==> src/sudh_pkg.sv <==
package sudh_pkg;

  typedef enum logic [2:0] {
    KIND_SPECIAL = 3'd0,
    KIND_MISC    = 3'd1,
    KIND_EMPTY   = 3'd2,
    KIND_CONCAT  = 3'd3,
    KIND_PORT    = 3'd4,
    KIND_LANG    = 3'd5
  } kind_t;

  typedef struct packed {
    kind_t       kind;
    logic [7:0]  id;
    logic [15:0] val_a;
    logic [15:0] val_b;
    logic        elem_end;
  } elem_t;

  typedef struct packed {
    logic        concat_ok;
    logic        concat_wide;
    logic [15:0] concat_ref;
    logic [7:0]  concat_total;
    logic [7:0]  concat_seq;
    logic        port_ok;
    logic        port_wide;
    logic [15:0] dest_port;
    logic [15:0] orig_port;
    logic [7:0]  single_shift;
    logic [7:0]  locking_shift;
    logic        trunc;
  } summary_t;

  typedef struct packed {
    logic     elem_valid;
    elem_t    elem;
    logic     sum_valid;
    summary_t summ;
  } bundle_t;

  typedef struct packed {
    kind_t       kind;
    logic [7:0]  id;
    logic [15:0] val_a;
    logic [15:0] val_b;
    logic [7:0]  val_c;
    logic        present;
    logic        wide;
    logic        elem_end;
    logic        trunc;
    logic        last;
  } beat_t;

endpackage

==> src/sudh_core.sv <==
module sudh_core
  import sudh_pkg::*;
(
  input  logic       clk,
  input  logic       rst,
  input  logic       accept,
  input  logic [7:0] hdr_byte,
  input  logic       hdr_last,
  output bundle_t    bundle
);

  localparam logic [7:0] ID_CONCAT8  = 8'h00;
  localparam logic [7:0] ID_SPECIAL  = 8'h01;
  localparam logic [7:0] ID_PORT8    = 8'h04;
  localparam logic [7:0] ID_PORT16   = 8'h05;
  localparam logic [7:0] ID_CONCAT16 = 8'h08;
  localparam logic [7:0] ID_SSHIFT   = 8'h24;
  localparam logic [7:0] ID_LSHIFT   = 8'h25;

  typedef enum logic [1:0] {
    PH_ID    = 2'd0,
    PH_LEN   = 2'd1,
    PH_FIXED = 2'd2,
    PH_MISC  = 2'd3
  } phase_t;

  function automatic logic [2:0] fixed_count(input logic [7:0] id);
    case (id)
      ID_CONCAT8:  fixed_count = 3'd3;
      ID_CONCAT16: fixed_count = 3'd4;
      ID_PORT8:    fixed_count = 3'd2;
      ID_PORT16:   fixed_count = 3'd4;
      ID_SPECIAL:  fixed_count = 3'd2;
      ID_SSHIFT:   fixed_count = 3'd1;
      ID_LSHIFT:   fixed_count = 3'd1;
      default:     fixed_count = 3'd0;
    endcase
  endfunction

  phase_t      phase, phase_next;
  logic [7:0]  current_id, current_id_next;
  logic [7:0]  bytes_left, bytes_left_next;
  logic [7:0]  byte_index, byte_index_next;
  logic [15:0] scratch_first, scratch_first_next;
  logic [15:0] scratch_second, scratch_second_next;
  logic [7:0]  scratch_third, scratch_third_next;
  logic        concat_ok, concat_ok_next;
  logic        concat_wide, concat_wide_next;
  logic [15:0] concat_ref, concat_ref_next;
  logic [7:0]  concat_total, concat_total_next;
  logic [7:0]  concat_seq, concat_seq_next;
  logic        port_ok, port_ok_next;
  logic        port_wide, port_wide_next;
  logic [15:0] dest_port, dest_port_next;
  logic [15:0] orig_port, orig_port_next;
  logic [7:0]  single_shift, single_shift_next;
  logic [7:0]  locking_shift, locking_shift_next;

  logic [2:0]  fc;
  logic [7:0]  left_dec;
  logic        concat_good;

  always_comb begin
    phase_next          = phase;
    current_id_next     = current_id;
    bytes_left_next     = bytes_left;
    byte_index_next     = byte_index;
    scratch_first_next  = scratch_first;
    scratch_second_next = scratch_second;
    scratch_third_next  = scratch_third;
    concat_ok_next      = concat_ok;
    concat_wide_next    = concat_wide;
    concat_ref_next     = concat_ref;
    concat_total_next   = concat_total;
    concat_seq_next     = concat_seq;
    port_ok_next        = port_ok;
    port_wide_next      = port_wide;
    dest_port_next      = dest_port;
    orig_port_next      = orig_port;
    single_shift_next   = single_shift;
    locking_shift_next  = locking_shift;

    bundle = '0;
    fc = fixed_count(current_id);
    left_dec = bytes_left - 8'd1;
    concat_good = (scratch_second != 16'd0) && (hdr_byte != 8'd0) &&
                  ({8'd0, hdr_byte} <= scratch_second);

    case (phase)
      PH_ID: begin
        current_id_next = hdr_byte;
        phase_next      = PH_LEN;
      end
      PH_LEN: begin
        byte_index_next     = 8'd0;
        scratch_first_next  = 16'd0;
        scratch_second_next = 16'd0;
        scratch_third_next  = 8'd0;
        if (fc != 3'd0) begin
          bytes_left_next = {5'd0, fc};
          phase_next      = PH_FIXED;
        end else if (hdr_byte == 8'd0) begin
          bundle.elem_valid = 1'b1;
          bundle.elem.kind  = KIND_EMPTY;
          bundle.elem.id    = current_id;
          phase_next        = PH_ID;
        end else begin
          bytes_left_next = hdr_byte;
          phase_next      = PH_MISC;
        end
      end
      PH_FIXED: begin
        case (current_id)
          ID_CONCAT8: begin
            if (byte_index == 8'd0) begin
              scratch_first_next = {8'd0, hdr_byte};
            end else if (byte_index == 8'd1) begin
              scratch_second_next = {8'd0, hdr_byte};
            end else begin
              scratch_third_next = hdr_byte;
              if (concat_good) begin
                concat_ok_next    = 1'b1;
                concat_wide_next  = 1'b0;
                concat_ref_next   = scratch_first;
                concat_total_next = scratch_second[7:0];
                concat_seq_next   = hdr_byte;
              end
            end
          end
          ID_CONCAT16: begin
            if (byte_index == 8'd0) begin
              scratch_first_next = {hdr_byte, 8'd0};
            end else if (byte_index == 8'd1) begin
              scratch_first_next = scratch_first | {8'd0, hdr_byte};
            end else if (byte_index == 8'd2) begin
              scratch_second_next = {8'd0, hdr_byte};
            end else begin
              scratch_third_next = hdr_byte;
              if (concat_good) begin
                concat_ok_next    = 1'b1;
                concat_wide_next  = 1'b1;
                concat_ref_next   = scratch_first;
                concat_total_next = scratch_second[7:0];
                concat_seq_next   = hdr_byte;
              end
            end
          end
          ID_PORT8: begin
            if (byte_index == 8'd0) begin
              scratch_first_next = {8'd0, hdr_byte};
            end else begin
              port_ok_next   = 1'b1;
              port_wide_next = 1'b0;
              dest_port_next = {8'd0, scratch_first[7:0]};
              orig_port_next = {8'd0, hdr_byte};
            end
          end
          ID_PORT16: begin
            if (byte_index == 8'd0) begin
              scratch_first_next = {hdr_byte, 8'd0};
            end else if (byte_index == 8'd1) begin
              scratch_first_next = scratch_first | {8'd0, hdr_byte};
            end else if (byte_index == 8'd2) begin
              scratch_second_next = {hdr_byte, 8'd0};
            end else begin
              port_ok_next   = 1'b1;
              port_wide_next = 1'b1;
              dest_port_next = scratch_first;
              orig_port_next = scratch_second | {8'd0, hdr_byte};
            end
          end
          ID_SPECIAL: begin
            if (byte_index == 8'd0) begin
              scratch_first_next = {8'd0, hdr_byte};
            end else begin
              bundle.elem_valid = 1'b1;
              bundle.elem.kind  = KIND_SPECIAL;
              bundle.elem.id    = current_id;
              bundle.elem.val_a = scratch_first;
              bundle.elem.val_b = {8'd0, hdr_byte};
            end
          end
          ID_SSHIFT: begin
            single_shift_next = hdr_byte;
          end
          default: begin
            locking_shift_next = hdr_byte;
          end
        endcase
        byte_index_next = byte_index + 8'd1;
        bytes_left_next = left_dec;
        if (left_dec == 8'd0) phase_next = PH_ID;
      end
      default: begin
        bundle.elem_valid    = 1'b1;
        bundle.elem.kind     = KIND_MISC;
        bundle.elem.id       = current_id;
        bundle.elem.val_a    = {8'd0, hdr_byte};
        bundle.elem.val_b    = {8'd0, byte_index};
        bundle.elem.elem_end = (left_dec == 8'd0);
        byte_index_next      = byte_index + 8'd1;
        bytes_left_next      = left_dec;
        if (left_dec == 8'd0) phase_next = PH_ID;
      end
    endcase

    if (hdr_last) begin
      bundle.sum_valid          = 1'b1;
      bundle.summ.concat_ok     = concat_ok_next;
      bundle.summ.concat_wide   = concat_wide_next;
      bundle.summ.concat_ref    = concat_ref_next;
      bundle.summ.concat_total  = concat_total_next;
      bundle.summ.concat_seq    = concat_seq_next;
      bundle.summ.port_ok       = port_ok_next;
      bundle.summ.port_wide     = port_wide_next;
      bundle.summ.dest_port     = dest_port_next;
      bundle.summ.orig_port     = orig_port_next;
      bundle.summ.single_shift  = single_shift_next;
      bundle.summ.locking_shift = locking_shift_next;
      bundle.summ.trunc         = (phase_next != PH_ID);

      phase_next          = PH_ID;
      current_id_next     = 8'd0;
      bytes_left_next     = 8'd0;
      byte_index_next     = 8'd0;
      scratch_first_next  = 16'd0;
      scratch_second_next = 16'd0;
      scratch_third_next  = 8'd0;
      concat_ok_next      = 1'b0;
      concat_wide_next    = 1'b0;
      concat_ref_next     = 16'd0;
      concat_total_next   = 8'd0;
      concat_seq_next     = 8'd0;
      port_ok_next        = 1'b0;
      port_wide_next      = 1'b0;
      dest_port_next      = 16'd0;
      orig_port_next      = 16'd0;
      single_shift_next   = 8'd0;
      locking_shift_next  = 8'd0;
    end
  end

  always_ff @(posedge clk) begin
    if (rst) begin
      phase          <= PH_ID;
      current_id     <= 8'd0;
      bytes_left     <= 8'd0;
      byte_index     <= 8'd0;
      scratch_first  <= 16'd0;
      scratch_second <= 16'd0;
      scratch_third  <= 8'd0;
      concat_ok      <= 1'b0;
      concat_wide    <= 1'b0;
      concat_ref     <= 16'd0;
      concat_total   <= 8'd0;
      concat_seq     <= 8'd0;
      port_ok        <= 1'b0;
      port_wide      <= 1'b0;
      dest_port      <= 16'd0;
      orig_port      <= 16'd0;
      single_shift   <= 8'd0;
      locking_shift  <= 8'd0;
    end else if (accept) begin
      phase          <= phase_next;
      current_id     <= current_id_next;
      bytes_left     <= bytes_left_next;
      byte_index     <= byte_index_next;
      scratch_first  <= scratch_first_next;
      scratch_second <= scratch_second_next;
      scratch_third  <= scratch_third_next;
      concat_ok      <= concat_ok_next;
      concat_wide    <= concat_wide_next;
      concat_ref     <= concat_ref_next;
      concat_total   <= concat_total_next;
      concat_seq     <= concat_seq_next;
      port_ok        <= port_ok_next;
      port_wide      <= port_wide_next;
      dest_port      <= dest_port_next;
      orig_port      <= orig_port_next;
      single_shift   <= single_shift_next;
      locking_shift  <= locking_shift_next;
    end
  end

endmodule

==> src/sudh_emit.sv <==
module sudh_emit
  import sudh_pkg::*;
(
  input  logic    clk,
  input  logic    rst,
  input  logic    accept,
  input  bundle_t bundle,
  output logic    in_ready,
  output logic    out_valid,
  input  logic    out_ready,
  output beat_t   beat
);

  typedef enum logic [1:0] {
    SEL_CONCAT = 2'd0,
    SEL_PORT   = 2'd1,
    SEL_LANG   = 2'd2
  } sel_t;

  logic     elem_pend;
  logic     sum_pend;
  sel_t     sum_sel;
  elem_t    elem;
  summary_t summ;
  logic     final_beat;
  logic     fire;

  assign out_valid  = elem_pend | sum_pend;
  assign final_beat = (elem_pend & ~sum_pend) |
                      (~elem_pend & sum_pend & (sum_sel == SEL_LANG));
  assign fire       = out_valid & out_ready;
  assign in_ready   = ~out_valid | (fire & final_beat);

  always_ff @(posedge clk) begin
    if (rst) begin
      elem_pend <= 1'b0;
      sum_pend  <= 1'b0;
      sum_sel   <= SEL_CONCAT;
    end else if (accept) begin
      elem_pend <= bundle.elem_valid;
      sum_pend  <= bundle.sum_valid;
      sum_sel   <= SEL_CONCAT;
    end else if (fire) begin
      if (elem_pend) begin
        elem_pend <= 1'b0;
      end else begin
        case (sum_sel)
          SEL_CONCAT: sum_sel  <= SEL_PORT;
          SEL_PORT:   sum_sel  <= SEL_LANG;
          default:    sum_pend <= 1'b0;
        endcase
      end
    end
  end

  always_ff @(posedge clk) begin
    if (accept) begin
      elem <= bundle.elem;
      summ <= bundle.summ;
    end
  end

  always_comb begin
    beat = '0;
    if (elem_pend) begin
      beat.kind     = elem.kind;
      beat.id       = elem.id;
      beat.val_a    = elem.val_a;
      beat.val_b    = elem.val_b;
      beat.elem_end = elem.elem_end;
    end else begin
      beat.trunc = summ.trunc;
      case (sum_sel)
        SEL_CONCAT: begin
          beat.kind    = KIND_CONCAT;
          beat.val_a   = summ.concat_ref;
          beat.val_b   = {8'd0, summ.concat_total};
          beat.val_c   = summ.concat_seq;
          beat.present = summ.concat_ok;
          beat.wide    = summ.concat_wide;
        end
        SEL_PORT: begin
          beat.kind    = KIND_PORT;
          beat.val_a   = summ.dest_port;
          beat.val_b   = summ.orig_port;
          beat.present = summ.port_ok;
          beat.wide    = summ.port_wide;
        end
        default: begin
          beat.kind  = KIND_LANG;
          beat.val_a = {8'd0, summ.single_shift};
          beat.val_b = {8'd0, summ.locking_shift};
          beat.last  = 1'b1;
        end
      endcase
    end
  end

endmodule

==> src/sms_udh_element_parser.sv <==
// channel  dir  tdata                      tuser         tlast
// s_axis   in   [7:0] hdr_byte             -             hdr_last
// m_axis   out  [7:0] elt_id, [23:8] a,    [2:0] kind    last_result
//               [39:24] b, [47:40] c, [48] present, [49] wide,
//               [50] element_end, [51] truncated, [55:52] zero
//
// One header byte is taken per cycle while s_tready is high; a byte with a result
// shows it on the next cycle from the output register.
// The final byte of a header yields up to four beats, so s_tready stays low
// while the summaries drain from the output register.
// Reset (rst, synchronous) returns the parser to expect an identifier and
// clears all kept elements; results still pending are dropped.
// A stall on m_tready holds the current beat and backs up into s_tready.
module sms_udh_element_parser
  import sudh_pkg::*;
(
  input  logic        clk,
  input  logic        rst,
  input  logic        s_tvalid,
  output logic        s_tready,
  input  logic [7:0]  s_tdata,   // [7:0] hdr_byte
  input  logic        s_tlast,
  output logic        m_tvalid,
  input  logic        m_tready,
  output logic [55:0] m_tdata,   // elt_id, value_a, value_b, value_c, present, wide,
                                 // element_end, truncated, zero fill
  output logic [2:0]  m_tuser,   // [2:0] out_kind
  output logic        m_tlast
);

  logic    accept;
  bundle_t bundle;
  beat_t   beat;

  assign accept = s_tvalid & s_tready;

  sudh_core u_core (
    .clk      (clk),
    .rst      (rst),
    .accept   (accept),
    .hdr_byte (s_tdata),
    .hdr_last (s_tlast),
    .bundle   (bundle)
  );

  sudh_emit u_emit (
    .clk       (clk),
    .rst       (rst),
    .accept    (accept),
    .bundle    (bundle),
    .in_ready  (s_tready),
    .out_valid (m_tvalid),
    .out_ready (m_tready),
    .beat      (beat)
  );

  assign m_tdata = {4'd0, beat.trunc, beat.elem_end, beat.wide, beat.present,
                    beat.val_c, beat.val_b, beat.val_a, beat.id};
  assign m_tuser = beat.kind;
  assign m_tlast = beat.last;

endmodule

==> config.mk <==
export PLATFORM = sky130hd
export DESIGN_NAME = sms_udh_element_parser
export DESIGN_NICKNAME = d
export VERILOG_FILES = /design/src/sudh_pkg.sv /design/src/sudh_core.sv /design/src/sudh_emit.sv /design/src/sms_udh_element_parser.sv
export SDC_FILE = /design/constraint.sdc
export NUM_CORES = 1
export LEC_CHECK = 0
export BUFFER_PORTS_ARGS = -buffer_cell sky130_fd_sc_hd__buf_2
export CORE_UTILIZATION = 60
export DETAILED_ROUTE_END_ITERATION = 10
export PLACE_DENSITY_LB_ADDON = 0.12
export SYNTH_ARGS = -nofsm -noshare
export SYNTH_HDL_FRONTEND = slang
export SYNTH_HIERARCHICAL = 1
export SYNTH_SLANG_ARGS = --single-unit
export TNS_END_PERCENT = 1
==> constraint.sdc <==
create_clock -name clk -period 19 [get_ports clk]
set_input_delay 3.8 -clock clk [delete_from_list [all_inputs] [get_ports clk]]
set_output_delay 3.8 -clock clk [all_outputs]
set_load 0.01 [all_outputs]
==> impl_results.html <==
<table>
<tr><th>Metric</th><th>Value</th></tr>
<tr><th colspan="2">Min path</th></tr>
<tr><td>Worst hold path class</td><td>flop to flop</td></tr>
<tr><td>Hold wc startpoint</td><td>u_core/orig_port[5]$_SDFFE_PP0P_</td></tr>
<tr><th colspan="2">Floorplan</th></tr>
<tr><td>Height of the die</td><td>153 um</td></tr>
<tr><td>Horiz. Die Dim</td><td>around 150 um</td></tr>
<tr><td>Core Rows</td><td>54</td></tr>
<tr><td># IOs</td><td>between 70 and 80</td></tr>
<tr><td>Area of the die</td><td>approximately 23000 sq um</td></tr>
<tr><td>Core Region</td><td>22200 sq um</td></tr>
<tr><td>Initial Util</td><td>0.620</td></tr>
<tr><th colspan="2">Placed design</th></tr>
<tr><td>Dpl cell area</td><td>13900 sq um</td></tr>
<tr><td>Weighted congestion at the end of routability-driven global placement</td><td>0.955</td></tr>
<tr><td>Number of buffer cells added on primary ports</td><td>70</td></tr>
<tr><td>Post-detail-place hpwl</td><td>22600 um</td></tr>
<tr><th colspan="2">Clock tree</th></tr>
<tr><td>CTS H-tree depth</td><td>1</td></tr>
<tr><td>Clock transition at the register clock pins on the worst setup and hold paths after CTS</td><td>0.06 ns</td></tr>
<tr><td>Setup repair bufs after CTS</td><td>0</td></tr>
<tr><td>Clock sinks</td><td>275</td></tr>
<tr><td>Number of clock buffers inserted by TritonCTS</td><td>29</td></tr>
<tr><td>CTS tree</td><td>built</td></tr>
<tr><td>Worst-Skew Late Latency</td><td>around 0.55 ns</td></tr>
<tr><td>Count of cells resized by post-cts repair</td><td>0</td></tr>
<tr><td>Cts-stage hold buffer count</td><td>0</td></tr>
<tr><td>Clk Tree Root Cell</td><td>clkbuf_16</td></tr>
<tr><td>Number of buffers between clock root and the deepest sink</td><td>3</td></tr>
<tr><th colspan="2">Global routing</th></tr>
<tr><td>Number of global-route vias before repair</td><td>10000</td></tr>
<tr><td>Aggregate global routing overflow</td><td>0</td></tr>
<tr><td>Maximum number of pins on one net before global-route repair</td><td>91</td></tr>
<tr><td>Total global routing track utilization</td><td>0.316</td></tr>
<tr><td>Number of antenna violations at the first check in global routing</td><td>0</td></tr>
<tr><td>First-pass GRT wire length</td><td>57600 um</td></tr>
<tr><th colspan="2">Status</th></tr>
<tr><td>Result of the run</td><td>finished, final reports clean</td></tr>
<tr><th colspan="2">Logic synthesis</th></tr>
<tr><td>Post-synthesis sequential element count</td><td>275</td></tr>
<tr><td>Share of async-settable or async-resettable flops after synthesis</td><td>0</td></tr>
<tr><td>Number of warnings printed during yosys synthesis</td><td>6</td></tr>
<tr><td>Ys flop type</td><td>dfxtp_1</td></tr>
<tr><td>Average cell area after synthesis</td><td>9.77 sq um</td></tr>
<tr><td>Largest cells by area after synthesis</td><td>edfxtp_1, dfxtp_1, a21oi_1</td></tr>
<tr><td>Mapped Cells</td><td>1405</td></tr>
<tr><td>Library cell occupying the most area in the post-synthesis netlist</td><td>edfxtp_1</td></tr>
<tr><td>Syn Std Cell Area</td><td>13700 sq um</td></tr>
<tr><td>Share of Yosys cell area claimed by the top area cell type</td><td>0.282</td></tr>
<tr><td>Number of synthesized flops with an enable pin</td><td>129</td></tr>
<tr><td>Sequential element share of the synthesized area</td><td>0.495</td></tr>
<tr><td>Number of unique standard cell types used by synthesis</td><td>80</td></tr>
<tr><th colspan="2">Timing</th></tr>
<tr><td>Final-layout setup total negative slack</td><td>0 ns</td></tr>
<tr><td>Hold Worst Slack</td><td>0.478 ns</td></tr>
<tr><td>Min Clock Period, post-route</td><td>8.21 ns</td></tr>
<tr><td>Number of pins with negative max-slew slack in the final report</td><td>0</td></tr>
<tr><td>Max-slew headroom at the worst pin</td><td>0.147</td></tr>
<tr><td>Transition at the pin with the smallest max-transition slack</td><td>1.28 ns</td></tr>
<tr><td>Total of endpoints with negative setup slack in the final report</td><td>0</td></tr>
<tr><td>Period utilisation layout</td><td>0.432</td></tr>
<tr><td>Achievable clock frequency</td><td>122 MHz</td></tr>
<tr><td>RSZ-0062 raised after global routing</td><td>no</td></tr>
<tr><td>Final count of hold timing violations</td><td>0</td></tr>
<tr><td>Worst Clk Skew</td><td>0.0152 ns</td></tr>
<tr><th colspan="2">Critical path</th></tr>
<tr><td>Type of the worst setup path</td><td>input port to output pin</td></tr>
<tr><td>Crit path required time</td><td>about 15 ns</td></tr>
<tr><td>Data arrival time at the worst-slack endpoint</td><td>4.41 ns</td></tr>
<tr><td>Critical path capture point type</td><td>output pin</td></tr>
<tr><td>Worst reg2reg startpoint</td><td>u_emit/sum_sel[1]$_SDFFE_PP0P_</td></tr>
<tr><td>Max FO, Critical Path</td><td>5</td></tr>
<tr><td>Crit. Startpoint</td><td>m_tready</td></tr>
<tr><td>Nature of the critical path startpoint</td><td>input port</td></tr>
<tr><th colspan="2">Power and ir drop</th></tr>
<tr><td>Portion of total power attributed to sequential cells</td><td>0.510</td></tr>
<tr><td>LEAKAGE</td><td>roughly 0.005 uW</td></tr>
<tr><td>Clock power share</td><td>0.407</td></tr>
<tr><td>Switch share</td><td>0.244</td></tr>
<tr><td>Max rail drop VDD</td><td>just under 0.07 mV</td></tr>
<tr><td>Power density of the placed cells</td><td>about 86 nW/um^2</td></tr>
<tr><td>Internal power contribution</td><td>957 uW</td></tr>
<tr><td>Post-layout power</td><td>roughly 1300 uW</td></tr>
<tr><td>Net switching power</td><td>310 uW</td></tr>
<tr><td>Comb pwr share</td><td>0.083</td></tr>
<tr><th colspan="2">Detailed routing</th></tr>
<tr><td>Via density per instance</td><td>approximately 6.5</td></tr>
<tr><td>Number of remaining DRC errors</td><td>0</td></tr>
<tr><td>Total wire length after detailed routing</td><td>around 38000 um</td></tr>
<tr><td>TritonRoute pass-1 iters</td><td>6</td></tr>
<tr><td>Detail-routed net length per standard cell</td><td>approximately 22 um</td></tr>
<tr><td>Count of routing violations after the opening detailed-route iteration</td><td>1294</td></tr>
<tr><td>Number of nets with antenna violations after detailed routing</td><td>0</td></tr>
<tr><td>Vias post-DR</td><td>approximately 11000</td></tr>
<tr><th colspan="2">Cells and area</th></tr>
<tr><td>Proportion of layout cells with a drive suffix above 1</td><td>0.115</td></tr>
<tr><td>Area Overhead vs Synth</td><td>7.59%</td></tr>
<tr><td>Final antenna diode count</td><td>0</td></tr>
<tr><td># fillers</td><td>around 1800</td></tr>
<tr><td>Net count, final</td><td>1434</td></tr>
<tr><td>Post-route cell area</td><td>14800 sq um</td></tr>
<tr><td>Commonest non-fill, non-tap cell in the layout</td><td>dfxtp_1</td></tr>
<tr><td>Highest-count cells in the layout ignoring fill and taps</td><td>dfxtp_1, nand2_1, nor2_1</td></tr>
<tr><th colspan="2">Run</th></tr>
<tr><td>Max-capacitance violation count</td><td>0</td></tr>
</table>
-- power by group through the flow --
stage / logic, uW / registers, uW / clock network [uW]
2_1_floorplan: 76.0 / 656 / 0
3_3_place_gp: 102 / 658 / 0
3_5_place_dp: 103 / 659 / 0
4_1_cts: 104 / 646 / 518
5_1_grt: 112 / 648 / 543
6_report: 105 / 646 / 516
-- logic make-up after synthesis --
| family | after synthesis | synth area share |
|---|---|---|
| compound gates | 328 | 0.169 |
| xor+xnor | 12 | 0.00765 |
| fa+ha+maj | 22 | 0.0200 |
| buf+inv | 180 | 0.0637 |
| flops | 275 | 0.495 |
| mux | 45 | 0.0331 |
| other cells | 2 | 0.000547 |
| simple gates | 541 | 0.211 |
-- worst paths after layout --
kind,cells past startpoint,endpoint,slack (ns)
worst min-delay path,1,u_core/orig_port[5]$_SDFFE_PP0P_,0.48
worst max register to register,8,u_core/phase[0]$_SDFFE_PP0P_,14.89
worst min register to register,1,u_core/orig_port[5]$_SDFFE_PP0P_,0.48
worst max-delay path,4,s_tready,10.79
-- flip-flops by register name (all words and copies together), names as in the netlist, 16 cells and up --
signal / cells
u_core/scratch_second: 16
u_emit/elem: 44
u_core/scratch_first: 16
u_core/dest_port: 16
u_core/concat_ref: 16
u_emit/summ: 85
u_core/orig_port: 16
-- routing by layer --
layer  GRT usage  wire (um)
met5           0          0
met4      0.0996       1240
met3      0.0383       3400
met2       0.493      16600
met1       0.457      16400
-- worst max-delay path, stage by stage --
cell and delay [ns]:
buf_2 0.12, nand3b_1 0.10, o22ai_1 0.22, buf_2 0.17
-- cell usage after synthesis, types with 4 or more instances --
| master | number |
|---|---|
| a211oi_1 | 20 |
| a21o_1 | 6 |
| a21oi_1 | 120 |
| a22o_1 | 56 |
| a22oi_1 | 15 |
| a311o_1 | 16 |
| a31oi_1 | 9 |
| a32oi_1 | 18 |
| and2_1 | 30 |
| and3_1 | 4 |
| buf_1 | 4 |
| buf_2 | 24 |
| buf_4 | 25 |
| buf_6 | 10 |
| clkbuf_1 | 73 |
| dfxtp_1 | 146 |
| edfxtp_1 | 129 |
| ha_1 | 22 |
| inv_1 | 43 |
| mux2i_1 | 42 |
| nand2_1 | 135 |
| nand2b_1 | 13 |
| nand3_1 | 42 |
| nand3b_1 | 15 |
| nand4_1 | 19 |
| nor2_1 | 133 |
| nor2b_1 | 28 |
| nor3_1 | 15 |
| nor3b_1 | 36 |
| nor4_1 | 10 |
| nor4b_1 | 16 |
| o21ai_0 | 11 |
| o22ai_1 | 11 |
| o311ai_0 | 9 |
| o31ai_1 | 10 |
| or2_2 | 6 |
| or3_1 | 6 |
| or4_1 | 10 |
| xnor2_1 | 9 |
-- through the flow --
step	worst slack (ns)	instances	util
6_report	10.79	1700	0.667
5_1_grt	10.69	1700	0.667
4_1_cts	10.79	1700	0.667
3_5_place_dp	10.79	1648	0.629
3_3_place_gp	10.82	1648	0.629
2_1_floorplan	10.04	1416	-
-- cell type report --
| class | count | area, sq um | share of cell area |
|---|---|---|---|
| Sequential cell | 275 | 6800 | 0.460 |
| Multi-Input combinational cell | 961 | 6130 | 0.415 |
| Tap cell | 280 | 350 | 0.0237 |
| Inverter | 44 | 165 | 0.0112 |
| Clock buffer | 48 | 817 | 0.0553 |
| Clock inverter | 4 | 23.8 | 0.00161 |
| Timing Repair Buffer | 88 | 488 | 0.0330 |
No activity file was read; power rests on OpenSTA's default activity.
